$ cat config.mk
export PLATFORM = sky130hd
export DESIGN_NAME = dpat_front
export DESIGN_NICKNAME = d
export VERILOG_FILES = /design/src/design/dpat_pkg.sv /design/src/design/dpat_front.sv
export SDC_FILE = /design/constraint.sdc
export NUM_CORES = 2
export LEC_CHECK = 0
export ABC_AREA = 1
export BUFFER_PORTS_ARGS = -buffer_cell sky130_fd_sc_hd__buf_2
export CELL_PAD_IN_SITES_DETAIL_PLACEMENT = 0
export CELL_PAD_IN_SITES_GLOBAL_PLACEMENT = 1
export CORE_UTILIZATION = 30
export DETAILED_ROUTE_END_ITERATION = 8
export PLACE_DENSITY = 0.51
export SYNTH_ARGS = -nofsm -noshare
export SYNTH_HDL_FRONTEND = slang
export SYNTH_SLANG_ARGS = --single-unit
$ cat constraint.sdc
create_clock -name clk -period 5.76 [get_ports clk]
set_clock_uncertainty 0.2 [all_clocks]
set_input_delay 0.288 -clock clk [delete_from_list [all_inputs] [get_ports clk]]
set_output_delay 0.288 -clock clk [all_outputs]
set_load 0.02 [all_outputs]
$ cat src/design/dpat_pkg.sv
// shared constants, codes and the command word for the demand-paged address translator
// no dependencies; every other design file refers to it by scoped names
package dpat_pkg;

	localparam int VA_W = 16;
	localparam int OFF_W = 8;
	localparam int PN_W = VA_W - OFF_W;
	localparam int NUM_PAGES = 1 << PN_W;
	localparam int FRAME_W = VA_W - OFF_W;
	localparam int MEM_BYTES = 1 << VA_W;
	localparam int BYTE_W = 8;

	localparam int QDEPTH = 4;
	localparam int QPTR_W = $clog2(QDEPTH);
	localparam int QLVL_W = QPTR_W + 1;

	localparam logic OP_READ = 1'b0;
	localparam logic OP_FILL = 1'b1;

	localparam logic [1:0] ST_HIT = 2'd0;
	localparam logic [1:0] ST_FAULT = 2'd1;
	localparam logic [1:0] ST_DONE = 2'd2;
	localparam logic [1:0] ST_ERROR = 2'd3;

	localparam logic [2:0] CMD_WRITE = 3'd0;
	localparam logic [2:0] CMD_HIT = 3'd1;
	localparam logic [2:0] CMD_FAULT = 3'd2;
	localparam logic [2:0] CMD_DONE = 3'd3;
	localparam logic [2:0] CMD_ERROR = 3'd4;

	typedef struct packed {
		logic [2:0] kind;
		logic [VA_W-1:0] rd_addr;
		logic [VA_W-1:0] wr_addr;
		logic [BYTE_W-1:0] wr_data;
		logic [PN_W-1:0] page;
	} cmd_t;

endpackage

$ cat src/design/dpat_front.sv
// front end: accepts words, looks up the page table and keeps the fill bookkeeping
// depends on dpat_pkg; emits one command word per accepted word into the queue
module dpat_front (
	input  logic clk,
	input  logic arst_n,
	input  logic start,
	output logic busy,
	input  logic op,
	input  logic [dpat_pkg::VA_W-1:0] virtual_address,
	input  logic [dpat_pkg::BYTE_W-1:0] fill_byte,
	input  logic [dpat_pkg::QLVL_W-1:0] q_level,
	output logic push,
	output dpat_pkg::cmd_t cmd
);

	localparam int LW = dpat_pkg::QLVL_W;
	localparam int OW = dpat_pkg::OFF_W;
	localparam int FW = dpat_pkg::FRAME_W;
	localparam int PW = dpat_pkg::PN_W;
	localparam int VW = dpat_pkg::VA_W;

	logic accept;
	logic v_s1;
	logic op_s1;
	logic [VW-1:0] va_s1;
	logic [dpat_pkg::BYTE_W-1:0] fb_s1;
	logic [FW-1:0] frame_rd_s1;
	logic fwd_s1;
	logic [FW-1:0] fwd_frame_s1;

	logic [dpat_pkg::NUM_PAGES-1:0] valid_q;
	logic [FW-1:0] frame_mem [dpat_pkg::NUM_PAGES];
	logic fill_pending_q;
	logic [VW-1:0] pending_q;
	logic [OW-1:0] fill_count_q;
	logic [FW:0] next_free_q;

	logic [PW-1:0] page_s1;
	logic [PW-1:0] pend_page;
	logic [FW-1:0] frame_hit;
	logic start_fill;
	logic fill_step;
	logic fill_last;

	assign busy = (q_level + LW'(v_s1)) >= LW'(dpat_pkg::QDEPTH);
	assign accept = start && !busy;
	assign push = v_s1;

	assign page_s1 = va_s1[VW-1:OW];
	assign pend_page = pending_q[VW-1:OW];
	// the table read misses a write that lands on the same edge
	assign frame_hit = fwd_s1 ? fwd_frame_s1 : frame_rd_s1;

	always_comb begin
		cmd = '0;
		cmd.kind = dpat_pkg::CMD_ERROR;
		start_fill = 1'b0;
		fill_step = 1'b0;
		fill_last = 1'b0;
		if (op_s1 == dpat_pkg::OP_READ) begin
			if (fill_pending_q) begin
				cmd.kind = dpat_pkg::CMD_ERROR;
			end else if (valid_q[page_s1]) begin
				cmd.kind = dpat_pkg::CMD_HIT;
				cmd.rd_addr = {frame_hit, va_s1[OW-1:0]};
			end else if (next_free_q[FW]) begin
				cmd.kind = dpat_pkg::CMD_ERROR;
			end else begin
				start_fill = 1'b1;
				cmd.kind = dpat_pkg::CMD_FAULT;
				cmd.page = page_s1;
			end
		end else if (fill_pending_q) begin
			cmd.wr_addr = {next_free_q[FW-1:0], fill_count_q};
			cmd.wr_data = fb_s1;
			if (fill_count_q == '1) begin
				fill_last = 1'b1;
				cmd.kind = dpat_pkg::CMD_DONE;
				cmd.rd_addr = {next_free_q[FW-1:0], pending_q[OW-1:0]};
			end else begin
				fill_step = 1'b1;
				cmd.kind = dpat_pkg::CMD_WRITE;
			end
		end
	end

	always_ff @(posedge clk or negedge arst_n) begin
		if (!arst_n) begin
			v_s1 <= 1'b0;
			valid_q <= '0;
			fill_pending_q <= 1'b0;
			pending_q <= '0;
			fill_count_q <= '0;
			next_free_q <= '0;
		end else begin
			v_s1 <= accept;
			if (v_s1 && start_fill) begin
				fill_pending_q <= 1'b1;
				pending_q <= va_s1;
				fill_count_q <= '0;
			end
			if (v_s1 && fill_step) begin
				fill_count_q <= fill_count_q + 1'b1;
			end
			if (v_s1 && fill_last) begin
				valid_q[pend_page] <= 1'b1;
				next_free_q <= next_free_q + 1'b1;
				fill_pending_q <= 1'b0;
				fill_count_q <= '0;
			end
		end
	end

	always_ff @(posedge clk) begin
		if (v_s1 && fill_last) begin
			frame_mem[pend_page] <= next_free_q[FW-1:0];
		end
		if (accept) begin
			op_s1 <= op;
			va_s1 <= virtual_address;
			fb_s1 <= fill_byte;
			frame_rd_s1 <= frame_mem[virtual_address[VW-1:OW]];
			fwd_s1 <= v_s1 && fill_last && (pend_page == virtual_address[VW-1:OW]);
			fwd_frame_s1 <= next_free_q[FW-1:0];
		end
	end

endmodule

==> metrics.md <==
| Metric | Value |
|---|---|
| Setup-failing EPs final | 0 |
| Register bit total from synthesis | 2381 |
| RR Startpoint | fill_pending_q |
| First-pass GRT wire length | 458000 um |
| Net Count, Synth | 7875 |
| Post-route setup slack | 0.230 ns |
| Initial antenna violation count | 8 |
| CTS buffer count | 277 |
| Fin. Hold Viols | 0 |
| Placer Congestion | 0.813 |
| Final WL | 320000 um |
| Vias per std cell | 5.12 |
| Top cell type's share of synthesized area | 65.8% |
| # DRC | 0 |
| R2r worst-path depth | 7 |
| Crit Reg-Reg Endpoint | frame_mem[190][2] |
| Largest cells by area after synthesis | edfxtp_1 (66%), dfrtp_1 (7.6%), o21ai_0 (5.5%) |
| Effective utilization at floorplan | 30.2% |
| Hold Crit Class | input pin to register |
| Pre-CTS setup slack | 0.785 ns |
| Outcome | finished, final reports clean |
| Worst setup EP type | output pin |
| Final max-slew violation count | 0 |
| Reg-to-reg setup timing slack | 0.76 ns |
| Share of cells above drive strength 1 | 11.3% |
| CTS tree | built |
| Clock Latency Late Sink | 0.85 ns |
| Critical path class | register to output pin |
| # resized after CTS | 0 |
| PnR Total Power | 38.1 mW |
| Mapped Area | 95300 um^2 |
| GRT Total Usage | 19.6% |
| Arr. time, crit path | 5.04 ns |
| Slew margin rel. | 11.1% |
| TritonRoute pass-1 iters | 6 |
| Worst hold margin | 0.103 ns |
| WL per Instance | 26.0 um |
| Port bufs | 83 |
| Clk root buf | clkbuf_16 |
| LEAKAGE | 34.2 nW |
| H-tree lvl count | 5 |
| Mapped Cells | 7842 |
| Ys async rst share | 12.2% |
| Clock transition at the registers of the reported paths | 0.06 ns |
| Initial DRC Count | 5569 |
| Num rows | 206 |
| Hold Path Origin | virtual_address[9] |
| Distinct cell type count after synthesis | 38 |
| Worst-margin pin slew | 1.33 ns |
| TritonCTS Sinks | 2381 |
| Hpwl dp | 183000 um |
| Die footprint | 320000 um^2 |
| Max-cap violation count | 0 |
| Hold Buf Count CTS | 44 |
| # IOs | 84 |
| Total grt overflow | 0 |
| Vias | 63100 |
| Clk buf depth | 4 |
| Minimum clock period | 5.53 ns |
| Post-synth EDFFs | 2090 |
| Core box area | 315000 um^2 |
| Synthesis Warnings | 0 |
| Period utilisation layout | 96.0% |
| Seq/Total Area, Yosys | 73.5% |
| End of the worst hold path | va_s1[9] |
| Die Wd | 566 um |
| Layout area overhead | 15.7% |
| Max Clk Rate | 181 MHz |
| WP data required | 5.27 ns |
| Vias in the first global route | 61300 |
| Dominant cell type by area after synthesis | edfxtp_1 |
| Setup bufs post-CTS | 0 |
| Routed Antenna Nets | 0 |
| Avg Inst Size Synth | 12.2 um^2 |
| Top FF cell, synth | edfxtp_1 |
| PD cells | 345 nW/um^2 |
| Startpoint types | register |
| Largest net degree at the start of global routing | 197 |
| Setup tns final | 0 ns |
| Peak supply drop | 247 uV |
| Die Ht | 566 um |
| Worst-path fanout max | 70 |
| RSZ-0062 raised after global routing | false |
| Nets | 7981 |
| Hold path cells | 2 |
final cells by class:
class | instances | area, um^2
Inverter | 66 | 285
Antenna cell | 10 | 25.0
Sequential cell | 2381 | 70100
Timing Repair Buffer | 372 | 3200
Tap cell | 4160 | 5200
Fill cell | 31100 | 205000
Clock buffer | 388 | 7770
Multi-Input combinational cell | 4850 | 22800
Clock inverter | 99 | 911
critical path, cell delays in order (launching register included):
cell	delay [ns]
edfxtp_1	0.39
buf_4	0.87
nand3_1	0.21
nand3_1	0.15
nand3_1	0.09
nand3_1	0.13
nand2_1	0.21
nand2_1	0.11
nand3_1	0.23
nand3_1	0.29
nand2_2	0.26
nor2_4	0.27
inv_2	0.22
nor2_1	0.42
buf_2	0.26
registers in the layout (all words and copies together) (netlist names):
signal          cells
fb_s1               8
pending_q          16
next_free_q         9
frame_rd_s1         8
fill_count_q        8
fill_pending_q      1
frame_mem        2048
op_s1               1
valid_q           256
fwd_frame_s1        8
fwd_s1              1
push                1
va_s1              16
cell usage in the layout (no fill, tap or decap), types with 4 or more instances in the layout:
| master | Yosys | routed |
|---|---|---|
| buf_4 | 7 | 210 |
| mux2i_1 | 8 | 8 |
| dlygate4sd3_1 | 0 | 43 |
| a21oi_1 | 22 | 22 |
| dfrtp_1 | 291 | 283 |
| o21ai_1 | 9 | 9 |
| edfxtp_1 | 2090 | 2090 |
| nand2_1 | 864 | 860 |
| clkbuf_16 | 0 | 287 |
| inv_6 | 0 | 7 |
| nor2_2 | 3 | 6 |
| o22ai_1 | 520 | 520 |
| dfrtp_4 | 0 | 8 |
| clkinv_2 | 1 | 26 |
| nor2_1 | 1324 | 1320 |
| or2_1 | 73 | 73 |
| bufinv_16 | 0 | 14 |
| nand2_2 | 2 | 6 |
| clkinv_8 | 0 | 6 |
| inv_1 | 52 | 51 |
| xnor2_1 | 5 | 5 |
| nand3_1 | 755 | 755 |
| clkinv_1 | 8 | 47 |
| clkinvlp_4 | 0 | 4 |
| xor2_1 | 8 | 8 |
| buf_12 | 0 | 37 |
| o21ai_0 | 1040 | 1040 |
| nand4_4 | 5 | 5 |
| diode_2 | 0 | 10 |
| buf_8 | 1 | 4 |
| buf_2 | 106 | 77 |
| nand4_1 | 11 | 11 |
| clkbuf_8 | 0 | 21 |
| or2_2 | 186 | 186 |
| clkbuf_1 | 380 | 80 |
cell families (layout without fill, tap and decap cells):
| family | count (synthesis) | count (layout) | share of synthesized area (%) |
|---|---|---|---|
| DFF | 2381 | 2381 | 73.5 |
| buffers and inverters | 611 | 925 | 2.62 |
| xor gates and xnor gates | 13 | 13 | 0.119 |
| AOI/OAI and AO/OA | 1591 | 1591 | 9.04 |
| adders and majority gates | 2 | 2 | 0.0262 |
| and+or+nand+nor | 3236 | 3236 | 14.6 |
| other | 0 | 10 | 0 |
| muxes | 8 | 8 | 0.0840 |
Yosys cell counts (2+ instances only):
cell      instances
edfxtp_1       2090
nor2_1         1324
o21ai_0        1040
nand2_1         864
nand3_1         755
o22ai_1         520
clkbuf_1        380
dfrtp_1         291
or2_2           186
buf_2           106
or2_1            73
inv_1            52
buf_1            47
a21oi_1          22
nand4_1          11
o21ai_1           9
clkinv_1          8
mux2i_1           8
xor2_1            8
buf_4             7
inv_2             5
nand4_4           5
xnor2_1           5
buf_6             4
nor2_2            3
nor3_1            3
ha_1              2
nand2_2           2
nand4_2           2
nor3_4            2
through the flow:
step                cells  util, %  instance area, um^2
global route        12300     34.9               110000
global placement    11800     32.1               101000
finish              12300     35.0               110000
floorplan            7842        -                95300
detailed placement  11800     32.1               101000
CTS                 12300     34.9               110000
report_power, final:
part           switching (mW)  total, mW  internal, mW
combinational            1.74       2.25         0.511
sequential              0.113       18.7          18.6
clock                    7.07       17.1          10.0
total                    8.93       38.1          29.2
routing by layer:
metal	part of all wire (%)	vias to the layer above	track usage, %	wire length [um]
li1	-	28600	-	-
met3	4.8	386	2.51	15300
met2	47	1634	31.6	149000
met5	0.0031	-	0	10
met4	2.4	2	5.01	7660
met1	46	32500	28.0	148000
worst max path at each step:
stage / cells after the start / to / slack (ns) / startpoint
3_3_place_gp: 7 / frame_mem[190][0] / 0.81 / fill_pending_q
6_report: 14 / cmd[1] / 0.23 / va_s1[9]
2_1_floorplan: 5 / next_free_q[7] / 0.50 / next_free_q[2]
4_1_cts: 14 / cmd[1] / 0.30 / va_s1[9]
5_1_grt: 14 / cmd[1] / 0.1 / va_s1[9]
3_5_place_dp: 7 / frame_mem[190][2] / 0.79 / fill_pending_q
Power figures use the tool's default switching activity.
