### config.mk
export PLATFORM = sky130hd
export DESIGN_NAME = dpat_queue
export DESIGN_NICKNAME = d
export VERILOG_FILES = /design/src/design/dpat_pkg.sv /design/src/design/dpat_queue.sv
export SDC_FILE = /design/constraint.sdc
export NUM_CORES = 1
export LEC_CHECK = 0
export BUFFER_PORTS_ARGS = -buffer_cell sky130_fd_sc_hd__buf_2
export CAP_MARGIN = 5
export CELL_PAD_IN_SITES_DETAIL_PLACEMENT = 1
export CELL_PAD_IN_SITES_GLOBAL_PLACEMENT = 1
export CORE_MARGIN = 4
export CORE_UTILIZATION = 50
export CTS_CLUSTER_DIAMETER = 80
export DETAILED_ROUTE_END_ITERATION = 10
export PLACE_DENSITY_LB_ADDON = 0.1
export SLEW_MARGIN = 15
export SYNTH_ARGS = -nofsm -noshare
export SYNTH_HDL_FRONTEND = slang
export SYNTH_SLANG_ARGS = --single-unit
### constraint.sdc
create_clock -name clk -period 2.6 [get_ports clk]
set_input_delay 0.13 -clock clk [delete_from_list [all_inputs] [get_ports clk]]
set_output_delay 0.13 -clock clk [all_outputs]
set_load 0.005 [all_outputs]
### src/design/dpat_pkg.sv
// shared constants, codes and the command word for the demand-paged address translator
// no dependencies; every other design file refers to it by scoped names
package dpat_pkg;

	localparam int VA_W = 16;
	localparam int OFF_W = 8;
	localparam int PN_W = VA_W - OFF_W;
	localparam int NUM_PAGES = 1 << PN_W;
	localparam int FRAME_W = VA_W - OFF_W;
	localparam int MEM_BYTES = 1 << VA_W;
	localparam int BYTE_W = 8;

	localparam int QDEPTH = 4;
	localparam int QPTR_W = $clog2(QDEPTH);
	localparam int QLVL_W = QPTR_W + 1;

	localparam logic OP_READ = 1'b0;
	localparam logic OP_FILL = 1'b1;

	localparam logic [1:0] ST_HIT = 2'd0;
	localparam logic [1:0] ST_FAULT = 2'd1;
	localparam logic [1:0] ST_DONE = 2'd2;
	localparam logic [1:0] ST_ERROR = 2'd3;

	localparam logic [2:0] CMD_WRITE = 3'd0;
	localparam logic [2:0] CMD_HIT = 3'd1;
	localparam logic [2:0] CMD_FAULT = 3'd2;
	localparam logic [2:0] CMD_DONE = 3'd3;
	localparam logic [2:0] CMD_ERROR = 3'd4;

	typedef struct packed {
		logic [2:0] kind;
		logic [VA_W-1:0] rd_addr;
		logic [VA_W-1:0] wr_addr;
		logic [BYTE_W-1:0] wr_data;
		logic [PN_W-1:0] page;
	} cmd_t;

endpackage

### src/design/dpat_queue.sv
// short command queue between front end and back end
// depends on dpat_pkg for the command word and depth
module dpat_queue (
	input  logic clk,
	input  logic arst_n,
	input  logic push,
	input  dpat_pkg::cmd_t din,
	output logic pop,
	output dpat_pkg::cmd_t head,
	output logic [dpat_pkg::QLVL_W-1:0] level
);

	localparam int PW = dpat_pkg::QPTR_W;

	dpat_pkg::cmd_t slot_q [dpat_pkg::QDEPTH];
	logic [PW-1:0] wr_ptr_q;
	logic [PW-1:0] rd_ptr_q;
	logic [dpat_pkg::QLVL_W-1:0] level_q;

	// back end never stalls, so the head leaves whenever there is one
	assign pop = level_q != '0;
	assign head = slot_q[rd_ptr_q];
	assign level = level_q;

	always_ff @(posedge clk or negedge arst_n) begin
		if (!arst_n) begin
			wr_ptr_q <= '0;
			rd_ptr_q <= '0;
			level_q <= '0;
		end else begin
			if (push) begin
				wr_ptr_q <= wr_ptr_q + 1'b1;
			end
			if (pop) begin
				rd_ptr_q <= rd_ptr_q + 1'b1;
			end
			if (push && !pop) begin
				level_q <= level_q + 1'b1;
			end else if (pop && !push) begin
				level_q <= level_q - 1'b1;
			end
		end
	end

	always_ff @(posedge clk) begin
		if (push) begin
			slot_q[wr_ptr_q] <= din;
		end
	end

endmodule

==> results.rst, run 1 <==
.. list-table::
   :header-rows: 1

   * - Metric
     - Value
   * - Worst setup SP type
     - flip-flop
   * - Top post-synthesis cells by count
     - sky130_fd_sc_hd__edfxtp_1, sky130_fd_sc_hd__mux4_2, sky130_fd_sc_hd__dfrtp_1, sky130_fd_sc_hd__buf_2
   * - Vertical extent of the die
     - about 130 microns
   * - Maximum number of pins on one net before global-route repair
     - 35
   * - TritonCTS clock tree
     - done
   * - Max Fanout on Critical Path
     - 25
   * - Total congestion overflow
     - 0
   * - Critical path's slowest cell
     - sky130_fd_sc_hd__dfrtp_4
   * - Async SR Flop Fraction
     - 3.32%
   * - Pre-CTS setup slack
     - approximately 670 ps
   * - Worst hold path class
     - input port to flip-flop
   * - Antenna-violating nets left
     - 0
   * - Final net count
     - between 500 and 600
   * - Main synth FF type
     - sky130_fd_sc_hd__edfxtp_1
   * - CP Data Arrival Time
     - 2260 ps
   * - Via density per instance
     - around 5.2
   * - Number of sinks driven by the clock tree
     - between 200 and 250
   * - Number of remaining DRC errors
     - 0
   * - Final setup violation count
     - 0
   * - Proportion of layout cells with a drive suffix above 1
     - between 40% and 50%
   * - Filler cell count
     - roughly 1.3k
   * - Area of the core region
     - 0.0153 sq mm
   * - Area of the mapped netlist
     - ~0.008 sq mm
   * - Total negative slack
     - 0 ps
   * - Combined buffer and inverter count along the critical path
     - 2
   * - Net count after synthesis
     - 360
   * - Routed WL per cell
     - approximately 21 microns
   * - Mean instance size in the synthesized netlist
     - 25.9 sq um
   * - Portion of the post-synthesis area used by sequential elements
     - about four fifths
   * - Final Wtd Congestion
     - between 0.6 and 0.7
   * - Number of warnings printed during yosys synthesis
     - 0
   * - Power density cells
     - roughly 1100 mW/mm^2
   * - Final cell count without fillers
     - 714
   * - Fraction of the core area covered by cells at the end of the flow
     - approximately 64%
   * - Setup repair after global routing missed its margin
     - false
   * - Number of antenna violations at the first check in global routing
     - 0
   * - Min cycle time layout
     - about 2400 ps
   * - Post-DP HPWL
     - approximately 9300 microns
   * - Largest incremental delay on the critical path
     - 760 ps
   * - Area taken by multi-input logic gates
     - 0.00135 sq mm
   * - CP Cell Sequence
     - buf_12 -> mux4_2 -> buf_2
   * - Tcrit/Tclk final
     - 91.9%
   * - First DRT Iteration DRCs
     - between 200 and 300
   * - Tightest slew margin relative to the limit
     - between 60% and 70%
   * - Clock transition at the register clock pins on the worst setup and hold paths after CTS
     - 60 ps
   * - Initial core utilization
     - 51.1%
   * - Cell family contributing the most delay on the critical path
     - flip-flops
   * - Worst IR drop on VDD
     - ~620 uV
   * - Combined flip-flop and latch cell area
     - 0.00631 sq mm
   * - Post-Syn Instances
     - between 300 and 400
   * - Max Slew Vio Count
     - 0
   * - Max cap viols
     - 0
   * - Buffer type at the clock tree root
     - sky130_fd_sc_hd__clkbuf_16
   * - # H-tree levels
     - 1
   * - Data required time of the critical path
     - 2470 ps
   * - Horizontal die dimension
     - approximately 130 microns
   * - DRT Wirelength
     - around 15000 microns
   * - Total leakage power
     - about 3.4 nW
   * - Run status
     - finished clean
   * - Synth Register Bits
     - between 200 and 250
   * - Worst-Margin Slew
     - between 500 and 600 ps
   * - Crit path capture type
     - output port
   * - Cell type contributing the most total cell area after synthesis
     - sky130_fd_sc_hd__edfxtp_1
   * - Leading cell types by total area after synthesis
     - sky130_fd_sc_hd__edfxtp_1, sky130_fd_sc_hd__mux4_2, sky130_fd_sc_hd__dfrtp_1, sky130_fd_sc_hd__buf_12, sky130_fd_sc_hd__ha_1
   * - Antenna cell count
     - 0
   * - Top cell type's share of synthesized area
     - 78.6%
   * - Worst Slack Setup Final
     - 210 ps
   * - Layout overhead on the synthesized area
     - 26.0%
   * - Top-level I/O count
     - 109
   * - Yosys cell types
     - 18
   * - Overall via count from detail_route
     - approximately 3.7k
   * - Number of buffers created by CTS
     - 22
   * - Critical path type
     - flip-flop to output port
   * - Peak Freq
     - around 420 MHz
   * - Most common cell in the netlist
     - sky130_fd_sc_hd__edfxtp_1
   * - Global routing usage summed across all routing layers
     - between 15 and 20%
   * - Number of search-and-repair iterations in the first detailed-routing pass
     - 4
   * - Insertion delay of the later-clocked pin in the worst-skew pair
     - about 490 ps
   * - Total die area
     - roughly 0.018 sq mm
   * - Worst clock skew
     - about 9.9 ps
   * - Count of final hold-check violations
     - 0
   * - CTS-repair resized insts
     - 0
   * - Number of flops mapped to enable cells by yosys
     - around 200
   * - Number of placement rows
     - 45
   * - Wire length of the first global-routing pass
     - ~24000 microns
   * - Number of placed cells counting well taps
     - 620
   * - Overall power consumption
     - roughly 10 mW
   * - Maximum count of clock buffers along a single path
     - 3
   * - Number of global-route vias before repair
     - 4261
   * - Port Buffers
     - ~110
==> registers in the layout, summed over array words and instances (netlist names) <==
signal    flops
slot_q      204
level         3
wr_ptr_q      2
rd_ptr_q      2
==> placed cells by master (no fill, tap or decap), types with 3 or more instances in the layout <==
cell type / n
sky130_fd_sc_hd__edfxtp_1: 204
sky130_fd_sc_hd__buf_2: 108
sky130_fd_sc_hd__dlygate4sd3_1: 54
sky130_fd_sc_hd__mux4_2: 51
sky130_fd_sc_hd__clkbuf_16: 22
sky130_fd_sc_hd__clkbuf_1: 12
sky130_fd_sc_hd__buf_4: 7
sky130_fd_sc_hd__ha_1: 5
sky130_fd_sc_hd__dfrtp_1: 5
sky130_fd_sc_hd__buf_12: 5
sky130_fd_sc_hd__and2_2: 4
sky130_fd_sc_hd__xnor2_1: 4
sky130_fd_sc_hd__xor2_1: 3
sky130_fd_sc_hd__clkbuf_8: 3
==> routing by layer <==
layer / global-route usage (%) / up-vias / part of all wire, %
met1: 24.7 / 1951 / 43
met5: 0 / - / 0
li1: - / 1653 / -
met4: 4.50 / 0 / 2.0
met3: 3.08 / 23 / 4.6
met2: 29.6 / 94 / 50
==> cell type report <==
class	instances	share of cell area, %
flip-flops and latches	211	64.2
clock inverters	3	0.267
inverters	3	0.115
well taps	211	2.69
multi-input cells	75	13.7
clock buffers	37	6.48
repair buffers	174	12.6
==> worst paths after layout <==
path	cells after the start	slack (ps)	from	to
worst max register to register	4	870	wr_ptr_q[0]$_DFFE_PN0P_	slot_q[2][48]$_DFFE_PP_
worst min-delay path	2	390	din[23]	slot_q[2][23]$_DFFE_PP_
worst max-delay path	3	210	rd_ptr_q[0]$_DFFE_PN0P_	head[12]
max in group asynchronous	3	1690	arst_n	rd_ptr_q[0]$_DFFE_PN0P_
worst min register to register	1	520	level[2]$_DFFE_PN0P_	level[2]$_DFFE_PN0P_
min in group asynchronous	3	620	arst_n	wr_ptr_q[1]$_DFFE_PN0P_
==> stage by stage <==
step | instance area [sq um] | hold WS (ps)
4_1_cts | 9830 | 360
6_report | 9830 | 386
3_3_place_gp | 8620 | -25.7
5_1_grt | 9830 | 379
3_5_place_dp | 8620 | -20.9
2_1_floorplan | 7800 | -166
==> what timing repair did <==
action	in CTS	in global routing
buffers inserted	0	0
hold buffers	54	0
hold endpoints to repair	213	0
==> cell families after synthesis <==
family / Yosys count / share of synthesized area (%)
fa+ha+maj: 5 / 0.802
xor+xnor: 7 / 0.786
compound gates: 3 / 0.225
mux: 51 / 14.7
buf+inv: 15 / 1.96
flops: 211 / 80.8
simple gates: 9 / 0.674
==> power breakdown <==
part,switching [mW],internal (mW),total (mW)
clock network,1.18,1.67,2.85
logic,1.34,1.48,2.82
registers,0.296,4.46,4.76
total,2.82,7.61,10.4
(Power assumes the default switching activity.)
==> run 2, diff against run 1 <==
Settings changed: PLACE_DENSITY set to 0.89, PLACE_DENSITY_LB_ADDON 0.1 to not set.
==> run 2 against run 1 <==
Against the previous run:
- utilization about the same
- global-route usage increased by 1.1 points
- sequential power about the same
- final cell count unchanged
- power is 2.0% higher
- die area did not move
- hold slack got worse by 7.9 ps
- sequential share of layout area about the same
- maximum frequency up 4.9%
- non-clock buffer count unchanged
- critical endpoint is now head[20]
==> results.rst, run 2 (synthesized netlist as in run 1, its figures left out) <==
.. list-table::
   :header-rows: 1

   * - Metric
     - Value
   * - Run status
     - finished clean (unchanged)
   * - Post-route worst hold slack
     - 378 ps (was 386 ps)
   * - WHS Path Cells
     - 2 (unchanged)
   * - Max Slew Vio Count
     - 0 (unchanged)
   * - Max Fanout on Critical Path
     - 14 (was 25)
   * - Total die area
     - 0.0177 sq mm (unchanged)
   * - CTS-repair resized insts
     - 0 (unchanged)
   * - Launching point of the worst reg2reg path
     - wr_ptr_q[0]$_DFFE_PN0P_ (unchanged)
   * - Overall via count from detail_route
     - 3731 (was 3721)
   * - CTS hold repair buffers
     - 54 (unchanged)
   * - Final standard cell area without fillers
     - 0.00983 sq mm (about the same)
   * - Via density per instance
     - 5.23 (was 5.21)
   * - DRT Wirelength
     - 16100 microns (was 15200 microns)
   * - TritonCTS clock tree
     - done (unchanged)
   * - Tcrit/Tclk final
     - 87.6% (was 91.9%)
   * - Vertical extent of the die
     - 133 microns (unchanged)
   * - Worst IR drop on VDD
     - 832 uV (was 618 uV)
   * - Largest incremental delay on the critical path
     - 610 ps (was 760 ps)
   * - Horizontal die dimension
     - 133 microns (unchanged)
   * - Filler cell count
     - 1246 (was 1267)
   * - Critical path type
     - flip-flop to output port (unchanged)
   * - Setup repair after global routing missed its margin
     - false (unchanged)
   * - Cell family contributing the most delay on the critical path
     - flip-flops (unchanged)
   * - Routed WL per cell
     - 22.6 microns (was 21.2 microns)
   * - Worst-Margin Slew
     - 527 ps (was 545 ps)
   * - Overall power consumption
     - 10.6 mW (was 10.4 mW)
   * - Critical path's slowest cell
     - sky130_fd_sc_hd__dfrtp_4 (unchanged)
   * - Max cap viols
     - 0 (unchanged)
   * - Number of antenna violations at the first check in global routing
     - 0 (unchanged)
   * - Number of buffers created by CTS
     - 22 (unchanged)
   * - R2R cell count
     - 4 (unchanged)
   * - Post-CTS setup buffer count
     - 0 (unchanged)
   * - Crit path capture type
     - output port (unchanged)
   * - # H-tree levels
     - 1 (unchanged)
   * - Placed standard-cell area
     - 0.00860 sq mm (was 0.00862 sq mm)
   * - Worst hold start
     - din[37] (was din[23])
   * - Pre-CTS setup slack
     - 823 ps (was 668 ps)
   * - Global routing usage summed across all routing layers
     - 18.8% (was 17.7%)
   * - Insertion delay of the later-clocked pin in the worst-skew pair
     - 500 ps (was 490 ps)
   * - Number of sinks driven by the clock tree
     - 211 (unchanged)
   * - Tightest slew margin relative to the limit
     - 64.9% (was 63.6%)
   * - Data required time of the critical path
     - 2470 ps (about the same)
   * - Antenna cell count
     - 0 (unchanged)
   * - Total leakage power
     - 3.44 nW (was 3.43 nW)
   * - CP Data Arrival Time
     - 2150 ps (was 2260 ps)
   * - Maximum count of clock buffers along a single path
     - 3 (unchanged)
   * - Port Buffers
     - 108 (unchanged)
   * - Depth of the critical timing path with buffers and inverters included
     - 3 (unchanged)
   * - Buffer type at the clock tree root
     - sky130_fd_sc_hd__clkbuf_16 (unchanged)
   * - Layout overhead on the synthesized area
     - 26.0% (about the same)
   * - Clock transition at the register clock pins on the worst setup and hold paths after CTS
     - 60 ps (about the same)
   * - Worst clock skew
     - 14.1 ps (was 9.93 ps)
   * - Antenna-violating nets left
     - 0 (unchanged)
   * - Power density cells
     - 1080 mW/mm^2 (was 1060 mW/mm^2)
   * - Number of global-route vias before repair
     - 4308 (was 4261)
   * - Post-DP HPWL
     - 9680 microns (was 9350 microns)
   * - Total congestion overflow
     - 0 (unchanged)
   * - Initial core utilization
     - 51.1% (unchanged)
   * - Final setup violation count
     - 0 (unchanged)
   * - Final Wtd Congestion
     - 0.698 (was 0.685)
   * - Most common cell after layout, fill and taps aside
     - sky130_fd_sc_hd__edfxtp_1 (unchanged)
   * - Min cycle time layout
     - 2280 ps (was 2390 ps)
   * - CP Cell Sequence
     - buf_4 -> mux4_2 -> buf_2 (was buf_12 -> mux4_2 -> buf_2)
   * - Number of placement rows
     - 45 (unchanged)
   * - Number of search-and-repair iterations in the first detailed-routing pass
     - 5 (was 4)
   * - Combined buffer and inverter count along the critical path
     - 2 (unchanged)
   * - Area of the core region
     - 0.0153 sq mm (unchanged)
   * - Total negative slack
     - 0 ps (unchanged)
   * - Setup slack of the most critical reg-to-reg path
     - 840 ps (was 870 ps)
   * - Final net count
     - 546 (unchanged)
   * - Worst setup SP type
     - flip-flop (unchanged)
   * - Number of remaining DRC errors
     - 0 (unchanged)
   * - Leading cell types in the layout, fill and taps excluded
     - sky130_fd_sc_hd__edfxtp_1, sky130_fd_sc_hd__buf_2, sky130_fd_sc_hd__dlygate4sd3_1, sky130_fd_sc_hd__mux4_2, sky130_fd_sc_hd__clkbuf_16 (unchanged)
   * - Register containing the most flip-flops in the final layout
     - slot_q (unchanged)
   * - Proportion of layout cells with a drive suffix above 1
     - 41.2% (unchanged)
   * - Startpoint of the most critical setup path
     - rd_ptr_q[0]$_DFFE_PN0P_ (unchanged)
   * - Top-level I/O count
     - 109 (unchanged)
   * - Worst Slack Setup Final
     - 322 ps (was 210 ps)
   * - Peak Freq
     - 439 MHz (was 418 MHz)
   * - Maximum number of pins on one net before global-route repair
     - 42 (was 35)
   * - Wire length of the first global-routing pass
     - 25400 microns (was 24400 microns)
   * - Max reg flops
     - 204 (unchanged)
   * - First DRT Iteration DRCs
     - 185 (was 254)
   * - Worst hold path class
     - input port to flip-flop (unchanged)
   * - Count of final hold-check violations
     - 0 (unchanged)
run 2: changes by cell type in the layout (fill, tap and decap cells not counted), sizes merged:
cell / previous run / this run
clkinv: 3 / 6
bufinv: 0 / 2
clkinvlp: 0 / 1
clkbuf: 37 / 31
run 2: final timing paths:
path | end
worst min-delay path | slot_q[2][37]$_DFFE_PP_
worst max register to register | slot_q[0][19]$_DFFE_PP_
min in group asynchronous | level[2]$_DFFE_PN0P_
worst min register to register | wr_ptr_q[0]$_DFFE_PN0P_
max in group asynchronous | rd_ptr_q[0]$_DFFE_PN0P_
worst max-delay path | head[20]
run 2: layer usage:
| metal | track usage [%] | vias to the layer above | share of wire (%) |
|---|---|---|---|
| li1 | - | 1647 | - |
| met1 | 23.7 | 1948 | 40 |
| met2 | 33.9 | 113 | 54 |
| met3 | 3.65 | 23 | 4.6 |
| met4 | 4.33 | 0 | 1.7 |
| met5 | 0 | - | 0 |
run 2: area by class of cell:
cell class	count	area [sq um]	area share, %
Inverter	3	11.3	0.115
Clock inverter	9	105	1.07
Timing Repair Buffer	174	1210	12.3
Sequential cell	211	6310	64.2
Clock buffer	31	584	5.95
Tap cell	211	264	2.69
Multi-Input combinational cell	75	1350	13.7
run 2: where the power goes:
part           internal (mW)  total (mW)  switching, mW
sequential              4.46        4.77          0.307
combinational           1.48        2.87           1.39
clock                   1.77        3.00           1.23
run 2: worst reg2reg max path: cells and delay by family (launching register included):
family | cells | cell delay [ps]
adder cells (fa/ha/maj) | 1 | 140
buffers and inverters | 2 | 520
AND/OR/NAND/NOR | 1 | 320
flip-flops | 1 | 420
run 2: through the flow:
stage                     instances  utilization [%]
final                           714             64.4
after global placement          620             56.3
after CTS                       714             64.4
after floorplan                 301                -
after detailed placement        620             56.3
after global routing            714             64.4
